File: src/rtl/mrrt_pkg.sv
// Shared types, constants and codes for the memory region reserve table.
// Used by the table cell, the controller, the top level and the testbench.
package mrrt_pkg;

    localparam int TABLE_DEPTH = 16;
    localparam int IDX_W = $clog2(TABLE_DEPTH);
    localparam int CNT_W = $clog2(TABLE_DEPTH + 1);
    localparam int ADDR_W = 64;
    localparam int KIND_W = 8;

    localparam logic [KIND_W-1:0] KIND_AVAILABLE = 8'd1;
    localparam logic [KIND_W-1:0] KIND_RESERVED = 8'd0;

    typedef enum logic [1:0] {
        CMD_APPEND  = 2'd0,
        CMD_RESERVE = 2'd1,
        CMD_READ    = 2'd2,
        CMD_NOP     = 2'd3
    } cmd_t;

    typedef enum logic [1:0] {
        ST_OK        = 2'd0,
        ST_NO_FIT    = 2'd1,
        ST_FULL      = 2'd2,
        ST_IDX_RANGE = 2'd3
    } status_t;

    typedef logic [IDX_W-1:0] idx_t;
    typedef logic [CNT_W-1:0] cnt_t;

    typedef struct packed {
        logic [ADDR_W-1:0] base;
        logic [ADDR_W-1:0] length;
        logic [KIND_W-1:0] kind;
        logic [ADDR_W:0]   end_addr;
    } entry_t;

    typedef struct packed {
        logic   hit;
        idx_t   idx;
        entry_t ent;
    } scan_t;

    typedef struct packed {
        logic              is_read;
        idx_t              rd_idx;
        logic [ADDR_W-1:0] start;
        logic [ADDR_W:0]   end_addr;
        cnt_t              count;
    } query_t;

    typedef struct packed {
        logic   en;
        idx_t   idx;
        entry_t ent;
    } write_t;

    typedef enum logic [6:0] {
        S_IDLE     = 7'b0000001,
        S_EXEC     = 7'b0000010,
        S_SCAN     = 7'b0000100,
        S_WR_LOW   = 7'b0001000,
        S_WR_HIGH  = 7'b0010000,
        S_WR_FOUND = 7'b0100000,
        S_DONE     = 7'b1000000
    } state_t;

endpackage

File: src/rtl/mrrt_cell.sv
// One table cell: holds one region entry and one stage of the scan chain.
// Depends on mrrt_pkg.
module mrrt_cell
    import mrrt_pkg::*;
(
    input  logic   clk,
    input  logic   rst_n,
    input  idx_t   cell_idx,
    input  query_t query,
    input  write_t wr,
    input  logic   scan_in_valid,
    input  scan_t  scan_in,
    output logic   scan_out_valid,
    output scan_t  scan_out
);

    entry_t ent_reg;
    logic   valid_reg;
    scan_t  scan_reg;
    scan_t  scan_next;
    logic   in_table;
    logic   fits;
    logic   selected;

    always_comb
    begin
        in_table = CNT_W'(cell_idx) < query.count;
        fits = (ent_reg.kind == KIND_AVAILABLE) && (ent_reg.base <= query.start) &&
               (query.end_addr <= ent_reg.end_addr);
        selected = query.is_read ? (cell_idx == query.rd_idx) : fits;
        scan_next = scan_in;
        if (in_table && selected && !scan_in.hit)
        begin
            scan_next.hit = 1'b1;
            scan_next.idx = cell_idx;
            scan_next.ent = ent_reg;
        end
    end

    always_ff @(posedge clk)
    begin
        if (wr.en && (wr.idx == cell_idx))
        begin
            ent_reg <= wr.ent;
        end
        scan_reg <= scan_next;
    end

    always_ff @(posedge clk or negedge rst_n)
    begin
        if (!rst_n)
        begin
            valid_reg <= 1'b0;
        end
        else
        begin
            valid_reg <= scan_in_valid;
        end
    end

    assign scan_out_valid = valid_reg;
    assign scan_out = scan_reg;

endmodule

File: config.mk
export PLATFORM = sky130hd
export DESIGN_NAME = mrrt_cell
export DESIGN_NICKNAME = d
export VERILOG_FILES = /design/src/rtl/mrrt_pkg.sv /design/src/rtl/mrrt_cell.sv
export SDC_FILE = /design/constraint.sdc
export NUM_CORES = 1
export LEC_CHECK = 0
export ABC_AREA = 1
export BUFFER_PORTS_ARGS = -buffer_cell sky130_fd_sc_hd__clkbuf_2
export CAP_MARGIN = 30
export CORE_AREA = 2 2 299 301
export CTS_CLUSTER_DIAMETER = 60
export CTS_CLUSTER_SIZE = 12
export DETAILED_ROUTE_END_ITERATION = 7
export DIE_AREA = 0 0 301 303
export REMOVE_ABC_BUFFERS = 1
export SYNTH_ARGS = -nofsm -noshare
export SYNTH_HDL_FRONTEND = slang
export SYNTH_SLANG_ARGS = --single-unit
File: constraint.sdc
create_clock -name clk -period 3.2 [get_ports clk]
set_clock_uncertainty 0.1 [all_clocks]
set_input_delay 0 -clock clk [delete_from_list [all_inputs] [get_ports clk]]
set_output_delay 0 -clock clk [all_outputs]
set_load 0.005 [all_outputs]
=== Word-level counts from Yosys, hierarchy flattened ===
Cells that the tools add are included.

* Equality and inequality tests: 3
* Magnitude comparators: 3
* Reductions and logical operators: 6
* Mux-type cells: 2

{| class="wikitable"
|+ Operators by type and width
! cell !! number
|-
| 205-bit two-way mux || 1
|-
| 65-bit less-or-equal comparator || 1
|-
| 64-bit less-or-equal comparator || 1
|-
| 4-bit equality test || 2
|-
| 8-bit by 1-bit equality test with 1-bit output, second input constant || 1
|-
| 1-bit logical AND || 5
|-
| 4-bit by 5-bit < comparator with 1-bit output || 1
|-
| 1-bit zero test || 1
|-
| 1-bit two-way mux || 1
|}

* Register bits: 408
* Word-level logic and storage cells: 25
* Output and inout port bits: 207
* Input bits: 558

=== Logic depth before layout (Yosys ltp) ===
* Word-level depth: 7
* Mapped depth: 23
* Gate-level depth less buffers: 21

=== Least setup slack after synthesis ===
No wires, ideal clock.

* Path kind: in2reg
* Start point: input cell_idx[0]
* End point: register ent_reg[0] (netlist name) (enable)
* Slack: -18869 ps
* Required time: 1775 ps
* Cell stages on the path: 2
* Arrival: 20644 ps
* Library setup time: 1325 ps
* Buffers on the path: 0
* Cells stage by stage: xor2_1 nor4b_1

* Word-level cells in the longest chain between the ends: 2

{| class="wikitable"
|+ Ends and longest elaborated chain
! what !! RTL line !! RTL
|-
| start, declared || mrrt_cell.sv:8 || <nowiki>input idx_t cell_idx,</nowiki>
|-
| 4-bit equality test || mrrt_cell.sv:42 || <nowiki>if (wr.en && (wr.idx == cell_idx))</nowiki>
|-
| 1-bit logical AND || mrrt_cell.sv:42 ||
|-
| end signal, assigned || mrrt_cell.sv:44 || <nowiki>ent_reg <= wr.ent;</nowiki>
|-
| end, declared || mrrt_cell.sv:17 || <nowiki>entry_t ent_reg;</nowiki>
|}

No other way between the ends.
A chain may end at the register's enable or synchronous reset.

==> metrics.txt <==
status finished, final reports clean; Yosys reg bits 408; largest net degree at the start of global routing 78; Sw Share 0.256; die area 91,200 um2; initial antenna violation count 10; layout cells sized above 1 0.282; post-layout util 0.353; fin crit share 0.956; CTS tree built; fill cell count 8,426; Bufs on Longest Clock Path 3; vias in the first global route around 20,000; CTS buffer count 47; placed insts 3,639; 1st-pass router iterations 6; MaxCap Viol Count 0; Power Internal 10.1 mW; crit start category register; Final nets 3,901; total power divided by cell area 436 nW/um2; Worst Setup EP scan_out[184]$_DFF_P_; Clock Power Share 0.397; Post-Syn Area per Cell 9.89 um2; clock-pin slew on the worst setup and hold paths roughly 60 ps; post-route ant nets 0; overall global routing resource usage 0.158; Fmax between 0.3 and 0.4 GHz; Pwr Total ~14 mW; Reg power frac 0.437; crit path kind reg -> reg; Detailed Place HPWL about 50,000 um; Largest register FFs 206; Final Hold Fails 0; Pleak 15.1 nW; Setup Viol. Count Final 0; vias per std cell roughly 4.2; Combinational Power Share 0.166; Critical Path RT ~3600 ps; worst skew pair latency 610 ps; total grt overflow 0; wire length per cell 17.2 um; gpl congestion about 0.86; Area growth syn-to-layout 83.9%; cell area after synthesis 16,900 um2; DR iter-0 viols ~1,200; drt total wl 76,200 um; Starting Density 0.192; Post-Synthesis Cells roughly 1,700; H-tree levels 2; share of the yosys chip area belonging to registers 0.603; # DRC 0; RR Endpoint scan_out[184]$_DFF_P_; Worst Path Max Fanout 12; Yosys cell types 31; r2r setup slk 140 ps; Worst EP arrival 3440 ps; Pins Over Slew Limit 0; warnings from Yosys 0; clk root buf clkbuf_16; worst hold path class in -> reg; final std cells w/o fill 4,422; worst reg2reg path startpoint ent_reg[52]$_DFFE_PP_; PortBufs between 700 and 800; Core Rows 109; core area 88,000 um2; worst slew pin tran approximately 600 ps; hold depth 4; first-pass GRT wire length roughly 110,000 um; crit path launch ent_reg[52]$_DFFE_PP_; Die X roughly 300 um; Sw Pwr 3.47 mW; routed via count 18,400; minimum clock period roughly 3100 ps; maximum vdd drop between 300 and 400 uV; CTS Sinks just over 400; die span in y 303 um; worst r2r path cells 21; io pins about 770; Max-slew headroom 0.592; Worst setup EP type register
Yosys cell counts:
library cell	number	area, um2
nor4_1	3	18.8
o21ai_0	12	60.1
a21oi_1	57	285
nand2_4	1	11.3
a41oi_1	1	8.76
a21boi_0	1	7.51
dfrtp_1	1	25.0
a21o_1	4	30.0
nand4_1	9	56.3
nand3_1	218	1090
xnor2_1	6	52.6
dfxtp_1	206	4120
nor3_4	1	16.3
nand2_1	559	2100
clkbuf_1	13	48.8
ha_1	132	1650
inv_1	174	653
o21bai_1	2	15.0
xor2_1	2	17.5
or4_1	1	7.51
buf_4	7	52.6
edfxtp_1	201	6040
buf_6	12	135
o21a_1	4	30.0
nor4b_1	1	8.76
nand3b_1	1	7.51
nand2_2	1	6.26
nor3_1	4	20.0
nor2_1	39	146
buf_1	5	18.8
buf_2	29	145
stage by stage:
step	worst slack, ps	area (um2)	hold slack (ps)	setup TNS [ps]
3_5_place_dp	-242	22500	-324	-25300
4_1_cts	8.85	30900	0.114	0
6_report	139	31100	28.4	0
2_1_floorplan	-18870	16500	-396	-4505860
3_3_place_gp	-254	22500	-325	-25670
5_1_grt	-5.89	31000	3.69	-23.9
cell usage in the layout, fill, tap and decap left out, types with 6 or more instances in the layout:
cell and count:
inv_1 173, a21oi_1 57, clkbuf_1 19, nor2_1 39
nand4_1 9, o21ai_0 12, clkbuf_16 51, buf_4 50
ha_1 131, nand3_1 216, dlygate4sd3_1 684, buf_12 15
edfxtp_1 201, diode_2 9, xnor2_1 6, dfxtp_1 206
inv_8 6, clkbuf_2 764, nand2_1 557
worst min-delay path by stage:
stage | from | endpoint | slack (ps)
detailed placement | rst_n | scan_out_valid$_DFF_PN0_ | -320
global route | wr[39] | ent_reg[39]$_DFFE_PP_ | 4
CTS | scan_in[156] | scan_out[156]$_DFF_P_ | 0.1
global placement | rst_n | scan_out_valid$_DFF_PN0_ | -320
floorplan | rst_n | scan_out_valid$_DFF_PN0_ | -400
finish | scan_in[110] | scan_out[110]$_DFF_P_ | 30
area by class of cell:
| type | instances | area (um2) | area share |
|---|---|---|---|
| diodes | 9 | 22.5 | 0.000725 |
| clock buffers | 72 | 1350 | 0.0435 |
| clock inverters | 14 | 154 | 0.00495 |
| inverters | 174 | 653 | 0.0210 |
| multi-input cells | 1059 | 5740 | 0.185 |
| flip-flops and latches | 408 | 10200 | 0.328 |
| well taps | 1165 | 1460 | 0.0469 |
| repair buffers | 1521 | 11500 | 0.370 |
per-layer routing:
layer,track usage,up-vias,wire length [um]
met2,0.277,960,37500
met1,0.168,8551,27500
li1,-,8638,-
met3,0.0421,282,6070
met5,0,-,44
met4,0.101,6,5040
cell families (layout without fill, tap and decap cells):
| kind of cell | after synthesis | in the layout | synth area share |
|---|---|---|---|
| AO/OA/AOI/OAI | 81 | 81 | 0.0259 |
| XOR/XNOR | 8 | 8 | 0.00415 |
| adder cells (fa/ha/maj) | 132 | 132 | 0.0978 |
| buffers and inverters | 240 | 1781 | 0.0624 |
| flip-flops | 408 | 408 | 0.603 |
| other | 0 | 9 | 0 |
| AND/OR/NAND/NOR | 838 | 838 | 0.207 |
repair_timing:
item,in CTS,in global routing
endpoints found under the setup margin,202,204
hold endpoints to repair,449,3
gates cloned,0,2
setup buffers,0,3
hold buffers,681,3
gates resized for setup,7,14
pin swaps,0,6
power groups by stage:
stage          clock network (mW)  logic [mW]  registers, mW
2_1_floorplan                   0       0.549           6.06
3_3_place_gp                    0        1.48           6.03
3_5_place_dp                    0        1.49           6.03
4_1_cts                      5.48        2.16           5.92
5_1_grt                      5.71        2.46           5.94
6_report                     5.38        2.25           5.93
worst max-delay path: stages, from the launching register on:
cell and delay (ps):
edfxtp_1 410, inv_1 80, ha_1 230, nand2_1 170
inv_1 70, o21ai_0 170, nand2_1 90, nand2_1 70
nand2_1 60, nand2_1 60, nand2_1 140, a21oi_1 200
nand2_1 80, nand2_1 110, nand3_4 110, nand2_8 110
nand2_8 60, buf_12 170, buf_12 130, clkbuf_16 160
nand2_1 60, nand2_1 60
(Power assumes the default switching activity.)
