## src/rtl/mrrt_pkg.sv

```systemverilog
// Shared types, constants and codes for the memory region reserve table.
// Used by the table cell, the controller, the top level and the testbench.
package mrrt_pkg;

    localparam int TABLE_DEPTH = 16;
    localparam int IDX_W = $clog2(TABLE_DEPTH);
    localparam int CNT_W = $clog2(TABLE_DEPTH + 1);
    localparam int ADDR_W = 64;
    localparam int KIND_W = 8;

    localparam logic [KIND_W-1:0] KIND_AVAILABLE = 8'd1;
    localparam logic [KIND_W-1:0] KIND_RESERVED = 8'd0;

    typedef enum logic [1:0] {
        CMD_APPEND  = 2'd0,
        CMD_RESERVE = 2'd1,
        CMD_READ    = 2'd2,
        CMD_NOP     = 2'd3
    } cmd_t;

    typedef enum logic [1:0] {
        ST_OK        = 2'd0,
        ST_NO_FIT    = 2'd1,
        ST_FULL      = 2'd2,
        ST_IDX_RANGE = 2'd3
    } status_t;

    typedef logic [IDX_W-1:0] idx_t;
    typedef logic [CNT_W-1:0] cnt_t;

    typedef struct packed {
        logic [ADDR_W-1:0] base;
        logic [ADDR_W-1:0] length;
        logic [KIND_W-1:0] kind;
        logic [ADDR_W:0]   end_addr;
    } entry_t;

    typedef struct packed {
        logic   hit;
        idx_t   idx;
        entry_t ent;
    } scan_t;

    typedef struct packed {
        logic              is_read;
        idx_t              rd_idx;
        logic [ADDR_W-1:0] start;
        logic [ADDR_W:0]   end_addr;
        cnt_t              count;
    } query_t;

    typedef struct packed {
        logic   en;
        idx_t   idx;
        entry_t ent;
    } write_t;

    typedef enum logic [6:0] {
        S_IDLE     = 7'b0000001,
        S_EXEC     = 7'b0000010,
        S_SCAN     = 7'b0000100,
        S_WR_LOW   = 7'b0001000,
        S_WR_HIGH  = 7'b0010000,
        S_WR_FOUND = 7'b0100000,
        S_DONE     = 7'b1000000
    } state_t;

endpackage

```

## src/rtl/mrrt_if.sv

```systemverilog
// Handshake channels of the memory region reserve table: command items in, result items out.
// Depends on nothing.
interface mrrt_req_if;
    logic        valid;
    logic        ready;
    logic [1:0]  cmd;
    logic [63:0] range_base;
    logic [63:0] range_length;
    logic [7:0]  region_kind;
    logic [3:0]  entry_index;

    modport source (output valid, cmd, range_base, range_length, region_kind, entry_index,
                    input ready);
    modport sink (input valid, cmd, range_base, range_length, region_kind, entry_index,
                  output ready);
endinterface

interface mrrt_rsp_if;
    logic        valid;
    logic        ready;
    logic [1:0]  status;
    logic [4:0]  entry_count;
    logic [63:0] out_base;
    logic [63:0] out_length;
    logic [7:0]  out_kind;
    logic [63:0] top_addr;

    modport source (output valid, status, entry_count, out_base, out_length, out_kind, top_addr,
                    input ready);
    modport sink (input valid, status, entry_count, out_base, out_length, out_kind, top_addr,
                  output ready);
endinterface

```

## src/rtl/mrrt_ctrl.sv

```systemverilog
// Command sequencer: takes items, drives the scan chain and the table writes, holds the result.
// Depends on mrrt_pkg and the channel interfaces in mrrt_if.
module mrrt_ctrl
    import mrrt_pkg::*;
(
    input  logic   clk,
    input  logic   rst_n,
    mrrt_req_if.sink   req,
    mrrt_rsp_if.source rsp,
    output query_t query,
    output write_t wr,
    output logic   scan_start,
    output scan_t  scan_seed,
    input  logic   scan_done,
    input  scan_t  scan_result
);

    state_t            state_reg, state_next;
    cmd_t              cmd_reg;
    logic [ADDR_W-1:0] start_reg;
    logic [ADDR_W-1:0] len_reg;
    logic [KIND_W-1:0] kind_reg;
    logic [3:0]        rd_idx_reg;
    logic [ADDR_W:0]   req_end_reg;
    cnt_t              count_reg, count_next;
    logic [ADDR_W-1:0] top_reg, top_next;
    status_t           res_status_reg, res_status_next;
    entry_t            res_ent_reg, res_ent_next;
    scan_t             found_reg;
    logic [ADDR_W-1:0] low_len_reg;
    logic [ADDR_W-1:0] high_len_reg;
    logic              need_high_reg;
    logic              out_valid_reg, out_valid_next;
    status_t           out_status_reg;
    logic [4:0]        out_count_reg;
    entry_t            out_ent_reg;
    logic [ADDR_W-1:0] out_top_reg;
    logic              accept;
    logic              load_out;
    logic              need_low;
    logic              need_high;
    logic              room;
    logic              idx_out_of_range;
    logic [ADDR_W:0]   high_diff;

    assign accept = req.valid && req.ready;
    assign req.ready = (state_reg == S_IDLE);
    assign idx_out_of_range = 32'(rd_idx_reg) >= 32'(count_reg);

    assign need_low = start_reg > scan_result.ent.base;
    assign need_high = scan_result.ent.end_addr > req_end_reg;
    assign high_diff = scan_result.ent.end_addr - req_end_reg;
    assign room = (32'(count_reg) + 32'(need_low) + 32'(need_high)) <= TABLE_DEPTH;

    assign query.is_read = (cmd_reg == CMD_READ);
    assign query.rd_idx = IDX_W'(rd_idx_reg);
    assign query.start = start_reg;
    assign query.end_addr = req_end_reg;
    assign query.count = count_reg;

    assign scan_seed = '0;

    always_comb
    begin
        state_next = state_reg;
        count_next = count_reg;
        top_next = top_reg;
        res_status_next = res_status_reg;
        res_ent_next = res_ent_reg;
        out_valid_next = out_valid_reg && !rsp.ready;
        load_out = 1'b0;
        scan_start = 1'b0;
        wr = '0;
        unique case (state_reg)
            S_IDLE:
            begin
                if (accept)
                begin
                    res_status_next = ST_OK;
                    res_ent_next = '0;
                    state_next = S_EXEC;
                end
            end
            S_EXEC:
            begin
                unique case (cmd_reg)
                    CMD_APPEND:
                    begin
                        if (32'(count_reg) >= TABLE_DEPTH)
                        begin
                            res_status_next = ST_FULL;
                        end
                        else
                        begin
                            wr.en = 1'b1;
                            wr.idx = IDX_W'(count_reg);
                            wr.ent = '{start_reg, len_reg, kind_reg, req_end_reg};
                            count_next = count_reg + cnt_t'(1);
                            top_next = req_end_reg[ADDR_W-1:0];
                        end
                        state_next = S_DONE;
                    end
                    CMD_RESERVE:
                    begin
                        scan_start = 1'b1;
                        state_next = S_SCAN;
                    end
                    CMD_READ:
                    begin
                        if (idx_out_of_range)
                        begin
                            res_status_next = ST_IDX_RANGE;
                            state_next = S_DONE;
                        end
                        else
                        begin
                            scan_start = 1'b1;
                            state_next = S_SCAN;
                        end
                    end
                    default:
                    begin
                        state_next = S_DONE;
                    end
                endcase
            end
            S_SCAN:
            begin
                if (scan_done)
                begin
                    if (cmd_reg == CMD_READ)
                    begin
                        res_ent_next = scan_result.ent;
                        res_ent_next.end_addr = '0;
                        state_next = S_DONE;
                    end
                    else if (!scan_result.hit)
                    begin
                        res_status_next = ST_NO_FIT;
                        state_next = S_DONE;
                    end
                    else if (!room)
                    begin
                        res_status_next = ST_FULL;
                        state_next = S_DONE;
                    end
                    else if (need_low)
                    begin
                        state_next = S_WR_LOW;
                    end
                    else if (need_high)
                    begin
                        state_next = S_WR_HIGH;
                    end
                    else
                    begin
                        state_next = S_WR_FOUND;
                    end
                end
            end
            S_WR_LOW:
            begin
                wr.en = 1'b1;
                wr.idx = IDX_W'(count_reg);
                wr.ent = '{found_reg.ent.base, low_len_reg, KIND_AVAILABLE, {1'b0, start_reg}};
                count_next = count_reg + cnt_t'(1);
                state_next = need_high_reg ? S_WR_HIGH : S_WR_FOUND;
            end
            S_WR_HIGH:
            begin
                // The upper piece starts at the wrapped end of the range, so its own end
                // drops below 2^64 whenever the range end has crossed it.
                wr.en = 1'b1;
                wr.idx = IDX_W'(count_reg);
                wr.ent = '{req_end_reg[ADDR_W-1:0], high_len_reg, KIND_AVAILABLE,
                           req_end_reg[ADDR_W] ?
                               {1'b0, found_reg.ent.end_addr[ADDR_W-1:0]} :
                               found_reg.ent.end_addr};
                count_next = count_reg + cnt_t'(1);
                state_next = S_WR_FOUND;
            end
            S_WR_FOUND:
            begin
                wr.en = 1'b1;
                wr.idx = found_reg.idx;
                wr.ent = '{start_reg, len_reg, KIND_RESERVED, req_end_reg};
                state_next = S_DONE;
            end
            S_DONE:
            begin
                if (!out_valid_reg || rsp.ready)
                begin
                    load_out = 1'b1;
                    out_valid_next = 1'b1;
                    state_next = S_IDLE;
                end
            end
            default:
            begin
                state_next = S_IDLE;
            end
        endcase
    end

    always_ff @(posedge clk or negedge rst_n)
    begin
        if (!rst_n)
        begin
            state_reg <= S_IDLE;
            count_reg <= '0;
            top_reg <= '0;
            out_valid_reg <= 1'b0;
        end
        else
        begin
            state_reg <= state_next;
            count_reg <= count_next;
            top_reg <= top_next;
            out_valid_reg <= out_valid_next;
        end
    end

    always_ff @(posedge clk)
    begin
        res_status_reg <= res_status_next;
        res_ent_reg <= res_ent_next;
        if (accept)
        begin
            cmd_reg <= cmd_t'(req.cmd);
            start_reg <= req.range_base;
            len_reg <= req.range_length;
            kind_reg <= req.region_kind;
            rd_idx_reg <= req.entry_index;
            req_end_reg <= {1'b0, req.range_base} + {1'b0, req.range_length};
        end
        if ((state_reg == S_SCAN) && scan_done)
        begin
            found_reg <= scan_result;
            low_len_reg <= start_reg - scan_result.ent.base;
            high_len_reg <= high_diff[ADDR_W-1:0];
            need_high_reg <= need_high;
        end
        if (load_out)
        begin
            out_status_reg <= res_status_reg;
            out_count_reg <= 5'(count_reg);
            out_ent_reg <= res_ent_reg;
            out_top_reg <= top_reg;
        end
    end

    assign rsp.valid = out_valid_reg;
    assign rsp.status = out_status_reg;
    assign rsp.entry_count = out_count_reg;
    assign rsp.out_base = out_ent_reg.base;
    assign rsp.out_length = out_ent_reg.length;
    assign rsp.out_kind = out_ent_reg.kind;
    assign rsp.top_addr = out_top_reg;

endmodule

```

## src/flat_wrapper.sv

```systemverilog
// flat-port wrapper written by rule: the top's interface ports become plain ports
module mrrt_ctrl_flat import mrrt_pkg::*;
  (clk, rst_n, query, wr, scan_start, scan_seed, scan_done, scan_result, req_valid, req_cmd, req_range_base, req_range_length, req_region_kind, req_entry_index, req_ready, rsp_valid, rsp_status, rsp_entry_count, rsp_out_base, rsp_out_length, rsp_out_kind, rsp_top_addr, rsp_ready);
  mrrt_req_if req_i ();
  mrrt_rsp_if rsp_i ();
  input  logic clk;
  input  logic rst_n;
  output query_t query;
  output write_t wr;
  output logic scan_start;
  output scan_t scan_seed;
  input  logic scan_done;
  input  scan_t scan_result;
  input wire logic [$bits(req_i.valid)-1:0] req_valid;
  input wire logic [$bits(req_i.cmd)-1:0] req_cmd;
  input wire logic [$bits(req_i.range_base)-1:0] req_range_base;
  input wire logic [$bits(req_i.range_length)-1:0] req_range_length;
  input wire logic [$bits(req_i.region_kind)-1:0] req_region_kind;
  input wire logic [$bits(req_i.entry_index)-1:0] req_entry_index;
  output wire logic [$bits(req_i.ready)-1:0] req_ready;
  output wire logic [$bits(rsp_i.valid)-1:0] rsp_valid;
  output wire logic [$bits(rsp_i.status)-1:0] rsp_status;
  output wire logic [$bits(rsp_i.entry_count)-1:0] rsp_entry_count;
  output wire logic [$bits(rsp_i.out_base)-1:0] rsp_out_base;
  output wire logic [$bits(rsp_i.out_length)-1:0] rsp_out_length;
  output wire logic [$bits(rsp_i.out_kind)-1:0] rsp_out_kind;
  output wire logic [$bits(rsp_i.top_addr)-1:0] rsp_top_addr;
  input wire logic [$bits(rsp_i.ready)-1:0] rsp_ready;
  assign req_i.valid = req_valid;
  assign req_i.cmd = req_cmd;
  assign req_i.range_base = req_range_base;
  assign req_i.range_length = req_range_length;
  assign req_i.region_kind = req_region_kind;
  assign req_i.entry_index = req_entry_index;
  assign req_ready = req_i.ready;
  assign rsp_valid = rsp_i.valid;
  assign rsp_status = rsp_i.status;
  assign rsp_entry_count = rsp_i.entry_count;
  assign rsp_out_base = rsp_i.out_base;
  assign rsp_out_length = rsp_i.out_length;
  assign rsp_out_kind = rsp_i.out_kind;
  assign rsp_top_addr = rsp_i.top_addr;
  assign rsp_i.ready = rsp_ready;
  mrrt_ctrl u_core (.clk(clk), .rst_n(rst_n), .req(req_i), .rsp(rsp_i), .query(query), .wr(wr), .scan_start(scan_start), .scan_seed(scan_seed), .scan_done(scan_done), .scan_result(scan_result));
endmodule
```

## config.mk

```make
export PLATFORM = sky130hd
export DESIGN_NAME = mrrt_ctrl_flat
export DESIGN_NICKNAME = d
export VERILOG_FILES = /design/src/rtl/mrrt_pkg.sv /design/src/rtl/mrrt_if.sv /design/src/rtl/mrrt_ctrl.sv /design/src/flat_wrapper.sv
export SDC_FILE = /design/constraint.sdc
export NUM_CORES = 1
export LEC_CHECK = 0
export ABC_AREA = 1
export BUFFER_PORTS_ARGS = -buffer_cell sky130_fd_sc_hd__buf_2
export CORE_AREA = 8 8 426 428
export CTS_BUF_LIST = sky130_fd_sc_hd__clkbuf_8
export CTS_CLUSTER_SIZE = 28
export DETAILED_ROUTE_END_ITERATION = 10
export DIE_AREA = 0 0 434 436
export GPL_ROUTABILITY_DRIVEN = 0
export PLACE_DENSITY = 0.52
export SLEW_MARGIN = 20
export SYNTH_ARGS = -nofsm -noshare
export SYNTH_HDL_FRONTEND = slang
export SYNTH_SLANG_ARGS = --single-unit
export TNS_END_PERCENT = 1
```

## constraint.sdc

```tcl
create_clock -name clk -period 23.9 [get_ports clk]
set_input_delay 4.78 -clock clk [delete_from_list [all_inputs] [get_ports clk]]
set_output_delay 4.78 -clock clk [all_outputs]
set_load 0.1 [all_outputs]
```

### Yosys cells after proc, flatten, opt, wreduce, memory -nomap -nowiden

Index checks and enable logic that the tools add are counted.
Widths: inputs -> output; s select.

* output and inout port bits: 761
* logic and storage cells: 113
* flip-flop bits (word level): 891
* input bits: 353

* reduce and logical (&&, ||, !) cells: 16
* equal/unequal tests: 20
* order comparisons: 5
* $add $sub $neg: 6
* bitwise gates (word level): 1
* muxes and demuxes: 39

Operators with widths (number)
* $pmux 206 s4: 1
* $mux 201: 3
* $mux 206: 2
* $pmux 201 s2: 1
* $sub 64x64->64: 2
* $add 64x64->65: 1
* $gt 65x65->1: 1
* $mux 65: 1
* $gt 64x64->1: 1
* $mux 7: 8
* $pmux 7 s7: 1
* $add 32x1->32: 1
* $le 32x5->1 const B: 1
* $mux 2: 7
* $pmux 7 s2: 1
* $mux 6: 2
* $ne 2x2->1 const B: 6
* $mux 5: 2
* $pmux 5 s2: 1
* $reduce_and 3->1: 3
* $reduce_and 8->1: 1
* $eq 7x1->1 const B: 1
* $eq 7x2->1 const B: 1
* $eq 7x3->1 const B: 1
* other kinds (26): 37

### Logic depth before layout (Yosys ltp)

Gate-level depths: netlist of the first run.

* word-level depth: 9
* depth in mapped cells: 31
* gate-level depth less buffers: 31

### Least setup slack after synthesis of the first run

Ideal clock, no wire load.

* path kind: in2reg
* start: input port scan_done
* end: register u_core.found_reg[0] in the netlist's numbering (enable)
* cell stages on the path: 2
* path slack: 7.417 ns
* buffers on the path: 0
* setup time: 0.891 ns
* arrival: 15.592 ns
* path through: inv_1 -> nor2_1

* word-level cells in the longest chain between the ends: 1

Ends and longest elaborated chain
* start, declared: line flat_wrapper.sv:12 `input logic scan_done;`
* $logic_and 1x1->1: line mrrt_ctrl.sv:236 `if ((state_reg == S_SCAN) && scan_done)`
* end signal, assigned: line mrrt_ctrl.sv:238 `found_reg <= scan_result;`
* end, declared: line mrrt_ctrl.sv:29 `scan_t found_reg;`

Every way passes these cells.
A chain may end at the register's enable or synchronous reset.

==> results of run 1 <==
## worst max-delay path by stage
stage                               startpoint                         endpoint  cells after the start
2_1_floorplan                        scan_done    u_core.found_reg[0]$_DFFE_PP_                      2
3_3_place_gp                  scan_result[173]  u_core.state_reg[4]$_DFFE_PN0P_                     24
3_5_place_dp                  scan_result[168]  u_core.state_reg[4]$_DFFE_PN0P_                     25
4_1_cts        u_core.state_reg[5]$_DFFE_PN0P_                          wr[194]                     11
5_1_grt        u_core.state_reg[6]$_DFFE_PN0P_                          wr[194]                     11
6_report       u_core.state_reg[5]$_DFFE_PN0P_                          wr[194]                     11
## power by group through the flow
stage	Clock, mW	Combinational (mW)	Sequential [mW]
after global placement	0	2.47	2.39
after detailed placement	0	2.46	2.40
after floorplan	0	1.16	2.96
final	1.43	2.51	2.38
after global routing	1.52	2.61	2.40
after CTS	1.46	2.48	2.37
## final cells by class
| class | instances | area [µm²] | area share, % |
|---|---|---|---|
| Sequential cell | 891 | 26400 | 45.5 |
| Clock inverter | 123 | 782 | 1.35 |
| Inverter | 754 | 2840 | 4.90 |
| Tap cell | 2340 | 2930 | 5.05 |
| Clock buffer | 164 | 2260 | 3.89 |
| Timing Repair Buffer | 939 | 4790 | 8.27 |
| Multi-Input combinational cell | 3381 | 17900 | 30.8 |
| Antenna cell | 49 | 123 | 0.212 |
## worst max-delay path, stage by stage, from the launching register on
cell and delay, ns:
dfrtp_1 0.38, inv_1 0.07, nand3_1 0.11, inv_1 0.11, nand2_1 0.23, nor3_4 0.06
inv_2 0.43, nand2_4 0.40, inv_4 0.72, buf_4 0.63, o221ai_1 0.42, buf_2 0.41
## per-stage QoR
step           hold slack [ns]  cell area (µm²)  std cells  total power [mW]
6_report                 0.406            58000       8641              6.32
3_3_place_gp             0.401            54800       8305              4.87
4_1_cts                  0.396            57800       8592              6.32
2_1_floorplan            0.400            49000       5325              4.12
5_1_grt                  0.407            57900       8618              6.53
3_5_place_dp             0.405            54800       8305              4.87
## cell families after synthesis
family,synth area share (%)
AND/OR/NAND/NOR,16.8
AO/OA/AOI/OAI,10.2
adder cells (fa/ha/maj),5.47
XOR/XNOR,2.85
flip-flops,54.7
other,0.00778
buffers and inverters,9.93
## synth_stat cells (6+ instances only)
cell type | n | share of area, %
buf_4 | 209 | 3.3
inv_2 | 6 | 0.047
o21ai_1 | 11 | 0.11
a211oi_1 | 6 | 0.093
dfrtp_1 | 76 | 3.9
o21ai_0 | 245 | 2.5
a31oi_1 | 13 | 0.17
xor2_1 | 135 | 2.5
inv_1 | 748 | 5.8
nand4_1 | 36 | 0.47
buf_2 | 28 | 0.29
o211ai_2 | 13 | 0.34
a22oi_1 | 28 | 0.44
nand3_1 | 205 | 2.1
nor4_1 | 20 | 0.26
o21ai_2 | 6 | 0.11
nand2_2 | 11 | 0.14
a21o_1 | 27 | 0.42
edfxtp_1 | 814 | 51
nor2_1 | 555 | 4.3
ha_1 | 206 | 5.3
o21a_1 | 11 | 0.17
o21bai_1 | 30 | 0.47
o221ai_1 | 89 | 1.6
o211ai_1 | 16 | 0.25
xnor2_1 | 22 | 0.40
clkbuf_1 | 56 | 0.44
a21oi_1 | 292 | 3.0
nor3_1 | 34 | 0.35
nand2_1 | 1105 | 8.6
a21boi_0 | 6 | 0.093
## metal layers
layer	routed length (µm)	track usage, %
met5	155	0
met2	117000	41.8
met3	24700	7.57
met1	93400	29.2
met4	22700	18.7
==> metrics.txt, run 1 <==
hold buffer count at CTS 0; post-CTS setup buffers 0; Vias/cell 5.03; drt first pass iters 8; GRT Overall Usage 25.9%; status finished, final reports clean; Crit Path Category flop to output port; critical hold path startpoint u_core.res_ent_reg[175]$_SDFFCE_PP0P_; crit path DAT 5.03 ns; Hold Crit Class flop to flop; global-route wire length before repair 342000 µm; Worst R2R Start u_core.start_reg[41]$_DFFE_PP_; Post-Syn Area 48200 µm²; initial antenna violation count 84; post-synthesis sequential area ratio 54.7%; Post-CTS Resized 0; Peak VDD IR 0.0563 mV; Gate power share 39.7%; Clk pwr share 22.6%; Syn-to-layout area delta 20.3%; Slew Limit Fails 0; Hold EP u_core.rsp.out_base[38]$_DFFE_PP_; drt total wl 258000 µm; switching power between 3 and 4 mW; Setup-failing EPs final 0; core footprint 175000 µm²; CTS Sinks 891; die area 189000 µm²; Reg2Reg Depth 22; die width 434 µm; switching part of the total power 47.9%; CP Capture Type output port; most frequent cells in the layout nand2_1, buf_2, edfxtp_1; final period utilization 41.0%; worst-margin pin slew 1.15 ns; f_max 0.102 GHz; Leak Pwr ~25 nW; yosys warns 0; power share of the sequential group 37.7%; fin util ~33%; setup ws final ~14 ns; Yosys cell types 56; CTS Root Cell clkbuf_8; RSZ-0062 raised after global routing false; Worst Path Max Fanout 61; floorplan row count 154; die height 436 µm; max-cap violation count 0; Num CTS Buffers 161; largest net degree at the start of global routing 157; ys flop type edfxtp_1; DP Worst Slack 14.67 ns; Setup TNS 0 ns; I/O Buffers 907; CTS tree built; number of synthesized flops with an enable pin 814; Via Count 43500; DRC violations left 0; GR Overflow Total 0; worst path required time between 15 and 20 ns; DP HPWL 210000 µm; Internal Pwr Total between 3 and 4 mW; Power per Cell Area 109 nW/µm²; Final Hold Violating Endpoints 0; H-tree levels 4; Nets 6690; WL per Instance 29.8 µm; FFs w/ async S/R, synth 8.64%; vias in the first global route 43600; max reg flops 136; num ports 1114; Fillers roughly 19000; slew margin rel. between 20 and 25%; worst skew pair latency between 0.9 and 1 ns; #FFs+latches synth 891; Syn Area/Cell between 9 and 10 µm²; clock input transition at the sequential cells of the worst setup and hold paths ~0.060 ns; Clock Tree Buf Depth 3; share of layout cells above drive strength 1 19.4%; reg2reg end u_core.state_reg[4]$_DFFE_PN0P_; initial core utilization 27.5%; hold depth 0; Max Clock Skew 0.0557 ns; post-route ant nets 0; startpoint types flop; Reg2Reg Setup Slack ~19 ns; leading cell type in the layout, fill and taps excluded nand2_1; Tmin final 9.81 ns; DR iter-0 viols 4558; Mapped Cells slightly above 5000
Note: power is estimated with default switching activity, not from simulation.
==> inputs of run 2 (changes only) <==
Settings changed: ABC_AREA 1 to 0, CORE_AREA 8 8 426 428 to 8 8 425 427, DIE_AREA 0 0 434 436 to 0 0 433 435, PLACE_DENSITY 0.52 to 0.51.
Clock period 23.9 ns to 8.2 ns, I/O delays scaled along.
==> metrics.txt, run 2 <==
critical hold path startpoint u_core.res_ent_reg[167]$_SDFFCE_PP0P_; delay-heaviest family, CP buffers and inverters; share of layout cells above drive strength 1 25.8% (+6.3 points); DP HPWL 153000 µm (-27%); most frequent cells in the layout buf_2, edfxtp_1, nand2_1; FFs w/ async S/R, synth 8.64% (unchanged); Post-CTS Resized 0 (unchanged); Power per Cell Area 309 nW/µm² (+180%); Final Hold Violating Endpoints 0 (unchanged); #FFs+latches synth 891 (unchanged); share of Yosys cell area claimed by the top area cell type 54.1% (+3.4 points); reg2reg end u_core.state_reg[4]$_DFFE_PN0P_; GR Overflow Total 0 (unchanged); ys flop type edfxtp_1; Peak VDD IR 0.243 mV (+330%); Via Count 35300 (-19%); Worst Path Max Fanout 34 (-44%); startpoint types flop; Yosys cell types 80 (+43%); CTS tree built; die height 435 µm (-0.23%); drt total wl 195000 µm (-24%); Crit-path slowest cell o21ai_0; Setup-failing EPs final 0 (unchanged); vias in the first global route 35000 (-20%); final period utilization between 70 and 80%; synth top area cells edfxtp_1, ha_1, dfrtp_1; crit path DAT 4.69 ns (-0.34 ns); Crit Path Category flop to output port; Syn-to-layout area delta 21.9%; Mapped Cells 3859 (-25%); hold buffer count at CTS 0 (unchanged); Syn Area/Cell 11.7 µm² (+24%); area leader, netlist edfxtp_1; Num CTS Buffers 166 (+3.1%); CTS Sinks 891 (unchanged); Max Clock Skew 0.0524 ns (-0.00328 ns); drt first pass iters 6 (-2); Tmin final 6.33 ns; status finished, final reports clean; worst-margin pin slew 1.06 ns (-0.0859 ns); largest net degree at the start of global routing 111 (-29%); core footprint 173000 µm² (-0.98%); floorplan row count 153 (-0.65%); Clock Tree Buf Depth 3 (unchanged); instance count on the critical path 9 (-2); initial antenna violation count 45 (-46%); Slew Limit Fails 0 (unchanged); WL per Instance 26.7 µm (-10%); Vias/cell 4.84 (-3.9%); slew margin rel. 27.5% (+4.7 points); hold depth 0 (unchanged); GRT Overall Usage 19.6% (-6.3 points); Setup TNS 0 ns (unchanged); f_max between 0.15 and 0.2 GHz; yosys warns 0 (unchanged); Nets 5368 (-20%); die area 188000 µm² (-0.46%); number of synthesized flops with an enable pin 814 (unchanged); Hold EP u_core.rsp.out_base[30]$_DFFE_PP_; initial core utilization 26.1% (-1.5 points); num ports 1114 (unchanged); post-CTS setup buffers 0 (unchanged); most common cell in the netlist edfxtp_1; Worst R2R Start u_core.req_end_reg[1]$_DFFE_PP_; Reg2Reg Setup Slack 2.20 ns (-16.60 ns); I/O Buffers 907 (unchanged); max reg flops 136 (unchanged); Hold Crit Class flop to flop; leading cell type in the layout, fill and taps excluded buf_2; die width 433 µm (-0.23%); Leak Pwr 23.3 nW (-8.1%); worst skew pair latency 0.93 ns (about the same); Reg2Reg Depth 22 (unchanged); Post-Syn Area 45100 µm² (-6.3%); clock input transition at the sequential cells of the worst setup and hold paths 0.06 ns (about the same); CTS Root Cell clkbuf_8; max-cap violation count 0 (unchanged); RSZ-0062 raised after global routing false; worst path required time 6.56 ns (-12.56 ns); CP Capture Type output port; Synth top cells by count edfxtp_1, nand2_1, a21oi_1; cell mode on critical path buf_4; CP Cell Sequence nor4_1 > nor2b_1 > and3b_1 > and3b_4 > buf_4 > nor2_4 > buf_4 > o21ai_0 > buf_2; global-route wire length before repair 268000 µm (-22%); H-tree levels 4 (unchanged); DR iter-0 viols 3006 (-34%); post-synthesis sequential area ratio 58.4% (+3.7 points); Overall Power 17.0 mW (+170%); crit path buf inv count 3 (-3); post-route ant nets 0 (unchanged); DRC violations left 0 (unchanged); critical path's largest stage delay 0.81 ns (+0.09 ns)
[run 2: cell families (layout without fill, tap and decap cells)]
group / after synthesis / after routing / share of synthesized area (%)
AO/OA/AOI/OAI: 948 / 948 / 13.8
buffers and inverters: 587 / 1468 / 6.64
XOR/XNOR: 174 / 174 / 3.38
AND/OR/NAND/NOR: 981 / 981 / 10.2
other: 1 / 231 / 0.00831
flip-flops: 891 / 891 / 58.4
adder cells (fa/ha/maj): 209 / 209 / 5.84
multiplexers: 68 / 68 / 1.69
[run 2: worst max-delay path by stage]
stage,from,to,slack (ns)
finish,u_core.state_reg[2]$_DFFE_PN0P_,wr[35],1.87
global route,u_core.state_reg[2]$_DFFE_PN0P_,wr[18],1.66
CTS,u_core.state_reg[2]$_DFFE_PN0P_,wr[35],1.74
detailed placement,scan_result[1],u_core.state_reg[4]$_DFFE_PN0P_,1.06
global placement,scan_result[166],u_core.state_reg[5]$_DFFE_PN0P_,0.89
floorplan,scan_done,u_core.res_ent_reg[100]$_SDFFCE_PP0P_,-2.26
[run 2: power by group]
part / leakage, nW / switching, mW / internal [mW] / total (mW)
sequential: 8.39 / 0.541 / 6.01 / 6.55
clock: 1.98 / 2.06 / 2.39 / 4.45
combinational: 12.9 / 4.67 / 1.32 / 5.99
total: 23.3 / 7.28 / 9.71 / 17.0
[run 2: worst register-to-register path: stages, from the launching register on]
cell and delay, ns:
edfxtp_1 0.69, inv_1 0.13, ha_1 0.33, nor2b_1 0.14
o31a_1 0.27, or4_1 0.50, and3_1 0.25, o211a_1 0.32
o2111ai_1 0.58, a211oi_1 0.26, a31oi_1 0.49, nor2_1 0.14
ha_1 0.24, ha_1 0.29, nor2_1 0.16, nand2_1 0.07
nand2_1 0.07, nand3b_1 0.08, o221ai_1 0.18, nand3_1 0.15
nor3_1 0.28, nand3_1 0.11, o21ai_0 0.19
[run 2: per-layer routing]
layer | GRT usage [%] | vias up | part of all wire (%)
met1 | 23.4 | 17500 | 39
met3 | 4.03 | 342 | 6.8
li1 | - | 15700 | -
met5 | 0 | - | 0.028
met2 | 34.2 | 1709 | 50
met4 | 8.21 | 8 | 4.3
[run 2: layout make-up]
class / count / area (µm²)
Multi-Input combinational cell: 2586 / 16600
Antenna cell: 25 / 62.6
Inverter: 213 / 800
Clock buffer: 184 / 2530
Clock inverter: 123 / 833
Timing Repair Buffer: 948 / 4920
Sequential cell: 891 / 26400
Tap cell: 2325 / 2910
Fill cell: 17700 / 118000
[run 2: metrics by stage]
step                      util [%]  hold slack, ns  cell area (µm²)  worst slack [ns]  instances
after floorplan                  -           0.400            45900             -2.26       4064
after global placement        29.8           0.401            51600             0.889       6963
after detailed placement      29.8           0.405            51600              1.06       6963
after CTS                     31.7           0.405            55000              1.74       7270
after global routing          31.8           0.407            55000              1.66       7283
final                         31.8           0.412            55000              1.87       7295
